**src/rtl/core/assert_macros.svh**
```systemverilog
// concurrent assertion helpers
`ifndef ASSERT_MACROS_SVH
`define ASSERT_MACROS_SVH
`ifndef SYNTHESIS
`define ASSERT_CLK(lbl, clk, rstn, prop, msg) \
    lbl: assert property (@(posedge clk) disable iff (!rstn) prop) else $error(msg);
`define ASSERT_NEVER(lbl, clk, rstn, expr, msg) \
    lbl: assert property (@(posedge clk) disable iff (!rstn) !(expr)) else $error(msg);
`else
`define ASSERT_CLK(lbl, clk, rstn, prop, msg)
`define ASSERT_NEVER(lbl, clk, rstn, expr, msg)
`endif
`endif

```
**src/rtl/core/s256_pkg.sv**
```systemverilog
`timescale 1ns / 1ps
`default_nettype none
package s256_pkg;

    typedef logic [8:0] t_m257;

    localparam int BLOCK_BYTES = 64;
    localparam int NTT_OUTS    = 128;

    localparam logic [7:0] NTT_ALPHA = 8'd139;
    localparam logic [7:0] NTT_BETA  = 8'd98;
    localparam logic [7:0] NTT_FIN   = 8'd58;
    localparam logic [7:0] MUL_LO    = 8'd185;
    localparam logic [7:0] MUL_HI    = 8'd233;

    localparam logic [4:0] WORD_ORDER [32] = '{
        5'd4,  5'd6,  5'd0,  5'd2,  5'd7,  5'd5,  5'd3,  5'd1,
        5'd15, 5'd11, 5'd12, 5'd8,  5'd9,  5'd13, 5'd10, 5'd14,
        5'd17, 5'd18, 5'd23, 5'd20, 5'd22, 5'd21, 5'd16, 5'd19,
        5'd30, 5'd24, 5'd25, 5'd31, 5'd27, 5'd29, 5'd28, 5'd26
    };

    localparam logic [4:0] ROT [4][4] = '{
        '{5'd3,  5'd23, 5'd17, 5'd27},
        '{5'd28, 5'd19, 5'd22, 5'd7},
        '{5'd29, 5'd9,  5'd15, 5'd5},
        '{5'd4,  5'd13, 5'd10, 5'd25}
    };

    localparam logic [4:0] FF_ROT [4] = '{5'd4, 5'd13, 5'd10, 5'd25};

    // initial value text, zero padded, little-endian words
    function automatic logic [31:0] iv_word(input logic [3:0] idx);
        logic [31:0] w;
        case (idx)
            4'd0:    w = 32'h444D4953;
            4'd1:    w = 32'h3635322D;
            4'd2:    w = 32'h2E317620;
            4'd3:    w = 32'h00000031;
            default: w = 32'h0;
        endcase
        return w;
    endfunction

    function automatic logic [31:0] rotl32(input logic [31:0] x, input logic [4:0] n);
        return (x << n) | (x >> (6'd32 - {1'b0, n}));
    endfunction

    function automatic logic [15:0] lo16mul(input logic [8:0] y, input logic [7:0] m);
        logic signed [17:0] p;
        p = $signed(y) * $signed({1'b0, m});
        return p[15:0];
    endfunction

endpackage
`default_nettype wire

```
**src/rtl/core/s256_mmac.sv**
```systemverilog
`timescale 1ns / 1ps
`default_nettype none
module s256_mmac import s256_pkg::*; (
    input  wire t_m257 i_x,
    input  wire t_m257 i_y,
    input  wire t_m257 i_z,
    output t_m257      o_res
);
    logic [17:0] w_p;
    logic [17:0] w_r;
    logic [10:0] w_d;

    // 256 == -1 mod 257, so value = lo - hi
    always_comb begin
        w_p = {9'd0, i_x} * {9'd0, i_y};
        w_r = w_p + {9'd0, i_z};
        w_d = {3'd0, w_r[7:0]} - {1'b0, w_r[17:8]};
        if (w_d[10]) begin
            w_d = w_d + 11'd257;
        end
        o_res = w_d[8:0];
    end
endmodule
`default_nettype wire

```
**src/rtl/core/simd256_hash.sv**
```systemverilog
// one message byte per request while collecting a block, with o_ready low after
// each accepted byte until the dispatch state returns to idle; each 64-byte block
// compresses through the single mod-257 multiply-add unit (128 outputs) plus 36 steps
// the final byte costs up to two compressions, then eight digest words
// reset (i_rst_n low, synchronous) clears state and recompresses the initial
// value with o_ready low; the same follows every digest
`timescale 1ns / 1ps
`default_nettype none
`include "assert_macros.svh"
module simd256_hash import s256_pkg::*; (
    input  wire         i_clk,
    input  wire         i_rst_n,
    input  wire         i_valid,
    output logic        o_ready,
    input  wire  [7:0]  i_data_byte,
    input  wire  [3:0]  i_byte_bits,
    input  wire         i_last_byte,
    output logic        o_valid,
    input  wire         i_ready,
    output logic [31:0] o_digest_word,
    output logic [2:0]  o_digest_index,
    output logic        o_digest_last
);
    typedef enum logic [2:0] {S_DISP, S_IDLE, S_XOR, S_NTT, S_STEP, S_OUT} t_state;
    typedef enum logic [1:0] {SRC_DATA, SRC_LEN, SRC_IV} t_src;

    t_state      r_state;
    t_src        r_src;
    logic        r_fin;
    logic        r_pend_full, r_pend_tail, r_pend_len, r_pend_out, r_pend_iv;
    logic [5:0]  r_pos;
    logic [6:0]  r_fill;
    logic [63:0] r_cnt;
    logic [31:0] r_st [16];
    logic [31:0] r_saved [16];
    logic [31:0] r_buf [16];
    logic [31:0] r_anew [4];
    logic [3:0]  r_xi;
    logic [6:0]  r_oi;
    logic [5:0]  r_bj;
    logic [2:0]  r_nsub;
    t_m257       r_h, r_apow, r_bpow, r_fpow;
    logic [5:0]  r_s;
    logic [1:0]  r_j;
    logic [1:0]  r_ssub;
    logic [1:0]  r_mod3;
    logic [8:0]  r_y0;
    logic [31:0] r_w;
    logic [2:0]  r_oidx;
    logic [8:0]  r_ymem [NTT_OUTS];
    logic [8:0]  r_ydata;

    // block source
    logic [3:0]  w_addr;
    logic [31:0] w_word;
    logic [7:0]  w_byte;

    always_comb begin
        w_addr = (r_state == S_XOR) ? r_xi : r_bj[5:2];
        case (r_src)
            SRC_DATA: begin
                w_word = r_buf[w_addr];
                for (int b = 0; b < 4; b++) begin
                    if (!({1'b0, w_addr, 2'(b)} < r_fill)) begin
                        w_word[8*b +: 8] = 8'd0;
                    end
                end
            end
            SRC_LEN: begin
                case (w_addr)
                    4'd0:    w_word = r_cnt[31:0];
                    4'd1:    w_word = r_cnt[63:32];
                    default: w_word = 32'd0;
                endcase
            end
            SRC_IV:  w_word = iv_word(w_addr);
            default: w_word = 32'd0;
        endcase
        w_byte = w_word[8*r_bj[1:0] +: 8];
    end

    // shared mod-257 multiply-add
    t_m257 w_mx, w_my, w_mz, w_mres;

    always_comb begin
        case (r_nsub)
            3'd0: begin w_mx = r_h;    w_my = r_apow;         w_mz = {1'b0, w_byte}; end
            3'd1: begin w_mx = r_h;    w_my = 9'd1;           w_mz = r_bpow; end
            3'd2: begin w_mx = r_h;    w_my = 9'd1;           w_mz = r_fin ? r_fpow : 9'd0; end
            3'd3: begin w_mx = r_apow; w_my = {1'b0, NTT_ALPHA}; w_mz = 9'd0; end
            3'd4: begin w_mx = r_bpow; w_my = {1'b0, NTT_BETA};  w_mz = 9'd0; end
            3'd5: begin w_mx = r_fpow; w_my = {1'b0, NTT_FIN};   w_mz = 9'd0; end
            default: begin w_mx = 9'd0; w_my = 9'd0; w_mz = 9'd0; end
        endcase
    end

    s256_mmac u_mmac (
        .i_x   (w_mx),
        .i_y   (w_my),
        .i_z   (w_mz),
        .o_res (w_mres)
    );

    // centered transform value
    logic [8:0] w_yval;
    assign w_yval = (w_mres > 9'd128) ? (w_mres + 9'd255) : w_mres;

    // step datapath
    logic        w_ff, w_maj;
    logic [4:0]  w_z, w_rr, w_sft;
    logic [6:0]  w_i0, w_i1, w_raddr;
    logic [7:0]  w_m;
    logic [1:0]  w_pj;
    logic [31:0] w_a, w_b, w_c, w_d, w_ap, w_t, w_tp, w_f, w_v;

    always_comb begin
        w_ff = r_s[5];
        w_z  = WORD_ORDER[r_s[4:0]];
        if (w_z < 5'd16) begin
            w_i0 = {w_z[3:0], r_j, 1'b0};
            w_i1 = {w_z[3:0], r_j, 1'b1};
            w_m  = MUL_LO;
        end else if (w_z < 5'd24) begin
            w_i0 = {1'b0, w_z[2:0], r_j, 1'b0};
            w_i1 = {1'b1, w_z[2:0], r_j, 1'b0};
            w_m  = MUL_HI;
        end else begin
            w_i0 = {1'b0, w_z[2:0], r_j, 1'b1};
            w_i1 = {1'b1, w_z[2:0], r_j, 1'b1};
            w_m  = MUL_HI;
        end
        w_raddr = (r_ssub == 2'd0) ? w_i0 : w_i1;
        w_rr    = w_ff ? FF_ROT[r_s[1:0]] : ROT[r_s[4:3]][r_s[1:0]];
        w_sft   = w_ff ? FF_ROT[r_s[1:0] + 2'd1] : ROT[r_s[4:3]][r_s[1:0] + 2'd1];
        w_maj   = !w_ff && r_s[2];
        // lane permutation is an xor with 1, 2, 3 in turn
        w_pj = r_j ^ (r_mod3 + 2'd1);
        w_a  = r_st[{2'd0, r_j}];
        w_b  = r_st[{2'd1, r_j}];
        w_c  = r_st[{2'd2, r_j}];
        w_d  = r_st[{2'd3, r_j}];
        w_ap = r_st[{2'd0, w_pj}];
        w_t  = rotl32(w_a, w_rr);
        w_tp = rotl32(w_ap, w_rr);
        w_f  = w_maj ? ((w_a & w_b) | (w_a & w_c) | (w_b & w_c))
                     : ((w_a & w_b) | (~w_a & w_c));
        w_v  = rotl32(w_d + r_w + w_f, w_sft) + w_tp;
    end

    always_ff @(posedge i_clk) begin
        if (r_state == S_NTT && r_nsub == 3'd2) begin
            r_ymem[r_oi] <= w_yval;
        end
        r_ydata <= r_ymem[w_raddr];
    end

    // request decode
    logic       n_b8, n_full;
    logic [6:0] n_fill;
    logic [7:0] n_byte;

    always_comb begin
        n_b8   = !i_last_byte || (i_byte_bits >= 4'd8);
        n_full = n_b8 && (r_pos == 6'd63);
        n_byte = n_b8 ? i_data_byte : (i_data_byte & ~(8'hff >> i_byte_bits[2:0]));
        if (n_full) begin
            n_fill = 7'(BLOCK_BYTES);
        end else if (n_b8) begin
            n_fill = {1'b0, r_pos} + 7'd1;
        end else begin
            n_fill = {1'b0, r_pos} + {6'd0, (i_byte_bits != 4'd0)};
        end
    end

    assign o_ready        = (r_state == S_IDLE);
    assign o_valid        = (r_state == S_OUT);
    assign o_digest_word  = r_st[{1'b0, r_oidx}];
    assign o_digest_index = r_oidx;
    assign o_digest_last  = (r_oidx == 3'd7);

    always_ff @(posedge i_clk) begin
        if (!i_rst_n) begin
            r_state     <= S_DISP;
            r_src       <= SRC_IV;
            r_fin       <= 1'b0;
            r_pend_full <= 1'b0;
            r_pend_tail <= 1'b0;
            r_pend_len  <= 1'b0;
            r_pend_out  <= 1'b0;
            r_pend_iv   <= 1'b1;
            r_pos       <= 6'd0;
            r_fill      <= 7'd0;
            r_cnt       <= 64'd0;
            r_oidx      <= 3'd0;
            r_nsub      <= 3'd0;
            r_ssub      <= 2'd0;
            for (int k = 0; k < 16; k++) begin
                r_st[k] <= 32'd0;
            end
        end else begin
            case (r_state)
                S_IDLE: begin
                    if (i_valid) begin
                        if (n_b8 || i_byte_bits != 4'd0) begin
                            r_buf[r_pos[5:2]][8*r_pos[1:0] +: 8] <= n_byte;
                        end
                        r_cnt       <= r_cnt + (n_b8 ? 64'd8 : {60'd0, i_byte_bits});
                        r_pos       <= n_full ? 6'd0 : (n_b8 ? r_pos + 6'd1 : r_pos);
                        r_fill      <= n_fill;
                        r_pend_full <= n_full;
                        r_pend_tail <= i_last_byte && !n_full && (n_fill != 7'd0);
                        r_pend_len  <= i_last_byte;
                        r_pend_out  <= i_last_byte;
                        r_state     <= S_DISP;
                    end
                end
                S_DISP: begin
                    r_xi <= 4'd0;
                    for (int k = 0; k < 16; k++) begin
                        r_saved[k] <= r_st[k];
                    end
                    if (r_pend_full || r_pend_tail) begin
                        r_pend_full <= 1'b0;
                        r_pend_tail <= 1'b0;
                        r_src       <= SRC_DATA;
                        r_fin       <= 1'b0;
                        r_state     <= S_XOR;
                    end else if (r_pend_len) begin
                        r_pend_len <= 1'b0;
                        r_src      <= SRC_LEN;
                        r_fin      <= 1'b1;
                        r_state    <= S_XOR;
                    end else if (r_pend_out) begin
                        r_pend_out <= 1'b0;
                        r_oidx     <= 3'd0;
                        r_state    <= S_OUT;
                    end else if (r_pend_iv) begin
                        r_pend_iv <= 1'b0;
                        r_src     <= SRC_IV;
                        r_fin     <= 1'b0;
                        r_state   <= S_XOR;
                    end else begin
                        r_state <= S_IDLE;
                    end
                end
                S_XOR: begin
                    r_st[r_xi] <= r_st[r_xi] ^ w_word;
                    r_xi       <= r_xi + 4'd1;
                    if (r_xi == 4'd15) begin
                        r_oi    <= 7'd0;
                        r_bj    <= 6'd63;
                        r_nsub  <= 3'd0;
                        r_h     <= 9'd0;
                        r_apow  <= 9'd1;
                        r_bpow  <= 9'd1;
                        r_fpow  <= 9'd1;
                        r_state <= S_NTT;
                    end
                end
                S_NTT: begin
                    case (r_nsub)
                        // horner over the block bytes, last byte first
                        3'd0: begin
                            r_h <= w_mres;
                            if (r_bj == 6'd0) begin
                                r_nsub <= 3'd1;
                            end else begin
                                r_bj <= r_bj - 6'd1;
                            end
                        end
                        3'd1: begin
                            r_h    <= w_mres;
                            r_nsub <= 3'd2;
                        end
                        3'd2: begin
                            r_h    <= 9'd0;
                            r_nsub <= 3'd3;
                        end
                        3'd3: begin
                            r_apow <= w_mres;
                            r_nsub <= 3'd4;
                        end
                        3'd4: begin
                            r_bpow <= w_mres;
                            r_nsub <= 3'd5;
                        end
                        3'd5: begin
                            r_fpow <= w_mres;
                            r_nsub <= 3'd0;
                            r_bj   <= 6'd63;
                            r_oi   <= r_oi + 7'd1;
                            if (r_oi == 7'(NTT_OUTS - 1)) begin
                                r_s     <= 6'd0;
                                r_j     <= 2'd0;
                                r_ssub  <= 2'd0;
                                r_mod3  <= 2'd0;
                                r_state <= S_STEP;
                            end
                        end
                        default: r_nsub <= 3'd0;
                    endcase
                end
                S_STEP: begin
                    r_ssub <= r_ssub + 2'd1;
                    case (r_ssub)
                        2'd1: r_y0 <= r_ydata;
                        2'd2: begin
                            if (w_ff) begin
                                r_w <= r_saved[{r_s[1:0], r_j}];
                            end else begin
                                r_w <= {lo16mul(r_ydata, w_m), lo16mul(r_y0, w_m)};
                            end
                        end
                        2'd3: begin
                            r_st[{2'd3, r_j}] <= w_c;
                            r_st[{2'd2, r_j}] <= w_b;
                            r_st[{2'd1, r_j}] <= w_t;
                            r_anew[r_j]       <= w_v;
                            r_j               <= r_j + 2'd1;
                            if (r_j == 2'd3) begin
                                // a lanes change together once all lanes have read them
                                r_st[0] <= r_anew[0];
                                r_st[1] <= r_anew[1];
                                r_st[2] <= r_anew[2];
                                r_st[3] <= w_v;
                                r_s     <= r_s + 6'd1;
                                r_mod3  <= (r_mod3 == 2'd2) ? 2'd0 : r_mod3 + 2'd1;
                                if (r_s == 6'd35) begin
                                    r_state <= S_DISP;
                                end
                            end
                        end
                        default: ;
                    endcase
                end
                S_OUT: begin
                    if (i_ready) begin
                        r_oidx <= r_oidx + 3'd1;
                        if (r_oidx == 3'd7) begin
                            for (int k = 0; k < 16; k++) begin
                                r_st[k] <= 32'd0;
                            end
                            r_cnt     <= 64'd0;
                            r_pos     <= 6'd0;
                            r_pend_iv <= 1'b1;
                            r_state   <= S_DISP;
                        end
                    end
                end
                default: r_state <= S_DISP;
            endcase
        end
    end

    `ASSERT_NEVER(a_no_both, i_clk, i_rst_n, o_ready && o_valid, "ready while digest shown")
    `ASSERT_NEVER(a_nsub_range, i_clk, i_rst_n, r_state == S_NTT && r_nsub > 3'd5, "bad ntt phase")
    `ASSERT_NEVER(a_mod_range, i_clk, i_rst_n, r_state == S_NTT && w_mres > 9'd256,
                  "mod 257 result out of range")
    `ASSERT_CLK(a_restart, i_clk, i_rst_n, o_valid && i_ready && o_digest_last |=> !o_ready && !o_valid, "no restart after digest")

endmodule
`default_nettype wire
```
**config.mk**
```make
export PLATFORM = sky130hd
export DESIGN_NAME = simd256_hash
export DESIGN_NICKNAME = d
export VERILOG_FILES = /design/src/rtl/core/s256_pkg.sv /design/src/rtl/core/s256_mmac.sv /design/src/rtl/core/simd256_hash.sv
export VERILOG_INCLUDE_DIRS = /design/src /design/src/rtl/core
export SDC_FILE = /design/constraint.sdc
export NUM_CORES = 2
export LEC_CHECK = 0
export BUFFER_PORTS_ARGS = -buffer_cell sky130_fd_sc_hd__buf_4
export CORE_MARGIN = 3
export CORE_UTILIZATION = 45
export CTS_CLUSTER_SIZE = 40
export DETAILED_ROUTE_END_ITERATION = 10
export SYNTH_ARGS = -nofsm -noshare
export SYNTH_HDL_FRONTEND = slang
export SYNTH_SLANG_ARGS = --single-unit
export TNS_END_PERCENT = 50
```
**constraint.sdc**
```tcl
create_clock -name i_clk -period 24 [get_ports i_clk]
set_input_delay 0 -clock i_clk [delete_from_list [all_inputs] [get_ports i_clk]]
set_output_delay 0 -clock i_clk [all_outputs]
set_load 0.01 [all_outputs]
```
Word level (Yosys, flattened, before mapping)
Memory sizes are Yosys's and may differ from the RTL's. A register that Yosys moved wholly into a read port is not among the register bits.
Index checks and enable logic that the tools add are counted.

operators by class
  $add $sub $neg = 23
  multiply operators = 3
  divide/modulo/power cells = 0
  magnitude comparators = 12
  equality and inequality tests = 47
  shift operators = 10
  multiplexer cells = 202
  bitwise gates (word level) = 39
  reductions and logical operators = 55

operator list
  kind              count
  $mux 32           27
  $mux 64           3
  $or 32x32->32     6
  $and 32x32->32    4
  $pmux 64 s2       1
  $reduce_or 32->1  4
  $pmux 31 s4       1
  $add 32x32->32    3
  $pmux 32 s3       1
  $shl 32x5->32     3
  $shr 32x6->32     3
  $pmux 9 s2        5
  $mux 9            8
  $mux 6            11
  $add 64x4->64     1
  $pmux 32 s2       1
  $mux 5            12
  $mux 7            8
  $mux 3            18
  $mux 4            13
  $mux 1            49
  $pmux 6 s2        4
  $pmux 9 s5        1
  $bmux 20 s2       1
  81 further kinds  203

storage, ports and cells
  register bits after elaboration = 200
  bits in latches = 0
  RAM bits = 2816
  ROM bits = 160
  bits of input ports = 17
  output and inout bits = 38
  logic and storage cells = 423
  memories kept = 6

memory list
  name             words  width  read ports  clocked after Yosys merged registers in  write ports  RTL line             text
  r_ymem           128    9      1           1                                        1            simd256_hash.sv:50   logic [8:0] r_ymem [NTT_OUTS];
  r_buf            16     32     1           0                                        1            simd256_hash.sv:36   logic [31:0] r_buf [16];
  r_saved          16     32     1           0                                        16           simd256_hash.sv:35   logic [31:0] r_saved [16];
  r_st             16     32     23          6                                        16           simd256_hash.sv:34   logic [31:0] r_st [16];
  (no name shown)  32     5      1           0                                        0            simd256_hash.sv:118  w_z = WORD_ORDER[r_s[4:0]];
  r_anew           4      32     3           0                                        1            simd256_hash.sv:37   logic [31:0] r_anew [4];

Logic depth before layout (Yosys ltp)
  depth after elaboration = 14
  gate-level depth with buffers = 48
  depth with buffers taken out = 44

Cells and area by module
From an unflattened synthesis, not the netlist that was laid out.

unflattened totals
  cells, all modules = 10614
  area, all modules = 149883.8 um^2

modules (own cells, without submodules)
  module        instances  cells an instance  area each (um^2)  seq. area each (um^2)
  simd256_hash  1          10192              146291.6          88985.3
  s256_mmac     1          422                3592.2            0.0

Worst setup path before layout
Ideal clock, no wire load.

  path type = register -> register
  start = reg r_state[2]
  end = mem r_saved[0][0], enable pin
  library setup time = 1.399 ns
  data arrival time = 22.196 ns
  required time = 22.601 ns
  slack = 0.405 ns
  cell stages (with the launch flop) = 5
  path buffers = 2
  clock period less this slack = 23.595 ns
  cell sequence = dfxtp_1 -> clkbuf_1 -> or3_1 -> clkbuf_1 -> nor2_1

RTL lines
  item                    RTL line             text
  from (decl)             simd256_hash.sv:27   t_state r_state;
  from (signal assigned)  simd256_hash.sv:183  r_state <= S_DISP;
  from (signal assigned)  simd256_hash.sv:214  r_state <= S_DISP;
  from (signal assigned)  simd256_hash.sv:227  r_state <= S_XOR;
  to (decl)               simd256_hash.sv:35

Worst setup path in the final report
  start = reg r_state[2]
  end = mem r_ymem[1][1] (data pin)

between the ends
  cells in the longest elaborated chain, start to end = 13
  elaborated cells between the ends (all ways) = 27
  those cells by class = add/sub (4); order compare (5); eq/ne (4); shift (1); mux (11); reduce/logical (1); memory (1)

ends and longest elaborated chain
  item                                       RTL line             text
  $eq 3x2->1 *                               simd256_hash.sv:59   w_addr = (r_state == S_XOR) ? r_xi : r_bj[5:2];
  $mux 4 *                                   simd256_hash.sv:59
  $lt 6x7->1, or another cell as far along   simd256_hash.sv:64   if (!({1'b0, w_addr, 2'(b)} < r_fill)) begin
  $mux 8, or another cell as far along       simd256_hash.sv:64
  $pmux 32 s3 *                              simd256_hash.sv:60   case (r_src)
  $shiftx 32x6->8 *                          simd256_hash.sv:79   w_byte = w_word[8*r_bj[1:0] +: 8];
  $pmux 9 s3 *                               simd256_hash.sv:86   case (r_nsub)
  $add 18x9->18 *                            s256_mmac.sv:16      w_r = w_p + {9'd0, i_z};
  $sub 8x10->11 *                            s256_mmac.sv:17      w_d = {3'd0, w_r[7:0]} - {1'b0, w_r[17:8]};
  $add 9x9->9                                s256_mmac.sv:19      w_d = w_d + 11'd257;
  $mux 9 *                                   s256_mmac.sv:18      if (w_d[10]) begin
  $add 9x8->9 or $gt 9x8->1 (tied branches)  simd256_hash.sv:106  assign w_yval = (w_mres > 9'd128) ? (w_mres + 9'd255) : w_mres;
  $mux 9 *                                   simd256_hash.sv:106
  via w_yval[1]                              simd256_hash.sv:105  logic [8:0] w_yval;
  to (decl)                                  simd256_hash.sv:50

Mark *: on every way through the listed nets, which the timed path passes. The rest lies on a longest branch.

==> results.sh <==
export IMPL_core_sq_mm=0.332
export IMPL_wl_per_cell_um=32.9
export IMPL_final_common_cell="edfxtp_1"
export IMPL_max_slew_worst_pin_slew_ns=1.46
export IMPL_cp_buffers_inverters=6
export IMPL_area_delta_synth_final_pct=10.4
export IMPL_drt_first_pass_iters=6
export IMPL_setup_viol=0
export IMPL_grt_pass1_wl_mm=716
export IMPL_ctsRootBufferMaster="clkbuf_16"
export IMPL_overflow=0
export IMPL_post_route_period_util_pct=62.1
export IMPL_reg2reg_to="r_ymem[1][1]"
export IMPL_layout_drive_gt1_share_pct=17.7
export IMPL_startpoint="r_state[2]"
export IMPL_gp_congestion=1.00
export IMPL_yosysTopAreaCell="edfxtp_1"
export IMPL_crit_path_end_kind="flop"
export IMPL_yosysSeqAreaShare_pct=59.1
export IMPL_cap_violations=0
export IMPL_final_max_slew_viol_count=0
export IMPL_hold_viol=0
export IMPL_grt_usage_pct=29.0
export IMPL_ys_async_sr_fraction_pct=0
export IMPL_ios=55
export IMPL_htreeDepth=5
export IMPL_yosysTopAreaCellShare_pct=57.6
export IMPL_drt_vias_per_instance=6.45
export IMPL_ys_ff_latch=3001
export IMPL_synth_edff_count=2888
export IMPL_cts_setup_buffers=0
export IMPL_cpPeakStageDelay_ns=0.93
export IMPL_die_area_sq_mm=0.342
export IMPL_initial_core_util_pct=45.4
export IMPL_io_buffers=54
export IMPL_worst_r2r_setup_slack_ns=9.09
export IMPL_skew_ns=0.0601
export IMPL_hpwlAfterDp_mm=332
export IMPL_antenna_found_initial=14
export IMPL_tns_ns=0
export IMPL_drc=0
export IMPL_min_period_ns=14.91
export IMPL_die_y_um=585
export IMPL_drt_total_wl_mm=502
export IMPL_first_iter_violations=12745
export IMPL_crit_slowest_cell="mux2i_4"
export IMPL_synth_area_leaders="edfxtp_1, mux4_2, nand2_1"
export IMPL_cts_hold_buffers=11
export IMPL_critPathMaxFanout=92
export IMPL_fmax_mhz=67.1
export IMPL_nets=11047
export IMPL_die_width_um=585
export IMPL_numCtsBuffers=320
export IMPL_worstReg2RegStart="r_state[2]"
export IMPL_postSynthAreaPerCell_sq_um=14.0
export IMPL_ant_nets=0
export IMPL_crit_cells=40
export IMPL_worstSetupEndpoint="r_ymem[1][1]"
export IMPL_syn_inst=10727
export IMPL_critical_path_required_ns=24.55
export IMPL_maxSlewHeadroom_pct=2.10
export IMPL_arrival_ns=15.47
export IMPL_synth_cell_types=102
export IMPL_cts_tree="built"
export IMPL_path_delay_family="compound AO/OA/AOI/OAI gates"
export IMPL_synth_area_sq_mm=0.151
export IMPL_rows=211
export IMPL_path_common_cell="o21a_1"
export IMPL_synth_fp_nets=11140
export IMPL_critPathKind="reg2reg"
export IMPL_cts_resized=0
export IMPL_synth_main_ff_cell="edfxtp_1"
export IMPL_layout_common_cells="edfxtp_1, nand2_1, nor2_1, mux4_2, o21ai_0"
export IMPL_clockBufferDepth=4
export IMPL_grt_pass1_vias=96087
export IMPL_status="completed"
export IMPL_reg2regPathDepth=40
export IMPL_startpoint_type="flop"
export IMPL_rsz0062_at_grt="false"
export IMPL_yosysWarnings=0
export IMPL_cts_reportedPaths_clkPinSlew_ns=0.06
export IMPL_hold_path_class="in2reg"
export IMPL_numClockSinks=3001
export IMPL_grt_max_degree=173
export IMPL_vias=98401
export IMPL_clock_latency_ns=0.94
==> tightest hold or removal path, cell delays in order <==
cell	delay (ns)
dlygate4sd3_1	0.53
buf_4	0.24
o21ai_0	0.12
a21oi_1	0.05
==> worst min-delay path by stage <==
stage / slack, ns / cells past startpoint / end / startpoint
6_report: 0.08 / 4 / r_fill[6] / i_rst_n
5_1_grt: 0.06 / 4 / r_fill[6] / i_rst_n
4_1_cts: 0.009 / 3 / r_buf[8][13] / i_data_byte[5]
3_5_place_dp: 0.38 / 2 / r_src[1] / i_rst_n
3_3_place_gp: 0.38 / 2 / r_src[1] / i_rst_n
2_1_floorplan: 0.15 / 2 / r_pend_tail / i_last_byte
==> registers in the layout (all words and copies together), names as in the netlist, 9 cells and up, named ones only <==
name     count
r_ydata      9
r_w         32
r_apow       9
r_cnt       64
r_y0         9
r_buf      512
r_bpow       9
r_st       512
r_ymem    1152
r_saved    512
r_fpow       9
r_anew      96
r_h          9
==> stage by stage <==
stage	worst slack, ns	utilization (%)	cell area, sq um	hold WS [ns]	std cells
floorplan	0.405	-	151000	0.152	10727
global placement	9.86	47.0	156000	0.381	14667
detailed placement	9.55	47.0	156000	0.382	14667
CTS	9.48	50.1	166000	0.00851	15253
global route	8.58	50.1	166000	0.0633	15254
finish	9.09	50.1	166000	0.0778	15255
==> Yosys cell counts (28+ instances only) <==
master / number
a311oi_1: 103
o21a_1: 36
inv_1: 333
mux4_2: 881
a211oi_1: 95
xnor2_1: 177
buf_2: 109
buf_4: 31
o21ai_0: 449
mux2_2: 123
xor2_1: 85
edfxtp_1: 2888
nor2_1: 895
o211ai_1: 60
a21o_1: 46
buf_1: 122
nor3_1: 57
and3_1: 111
o21ai_1: 53
ha_1: 240
o22ai_1: 234
fa_1: 156
or3_1: 45
and2_1: 49
mux2i_1: 388
nand2b_1: 32
nand4_1: 28
a31oi_1: 55
a21oi_1: 292
nand2_1: 1271
nand3_1: 262
clkbuf_1: 440
nor2b_1: 53
a22oi_1: 44
dfxtp_1: 113
==> kinds of logic (layout without fill, tap and decap cells) <==
logic type / Yosys count / after routing / share of synthesized area (%)
flip-flops: 3001 / 3001 / 59.1
AO/OA/AOI/OAI: 1722 / 1722 / 7.36
adder cells (fa/ha/maj): 396 / 396 / 4.07
XOR/XNOR: 262 / 262 / 1.52
multiplexers: 1416 / 1416 / 17.0
AND/OR/NAND/NOR: 2878 / 2878 / 8.16
buffers and inverters: 1052 / 1212 / 2.81
other: 0 / 2 / 0
==> layout make-up <==
class                      count  area (sq um)
fill                       27724        166000
sequential                  3001         89000
multi-input combinational   6674         58000
clock buffer                 404          8570
tap                         4366          5460
timing repair buffer         292          2310
clock inverter               171          1650
inverter                     345          1310
antenna                        2          5.00
==> layer usage <==
metal | GRT usage [%] | vias up | routed length, um
met5 | 0 | - | 135
met2 | 45.4 | 5442 | 231000
met1 | 39.0 | 50661 | 194000
met4 | 14.5 | 20 | 30200
met3 | 5.57 | 1077 | 47200
li1 | - | 41201 | -
Power is not shown: default switching activity piles up to over one toggle a cycle in this logic, so the estimate is an artifact.
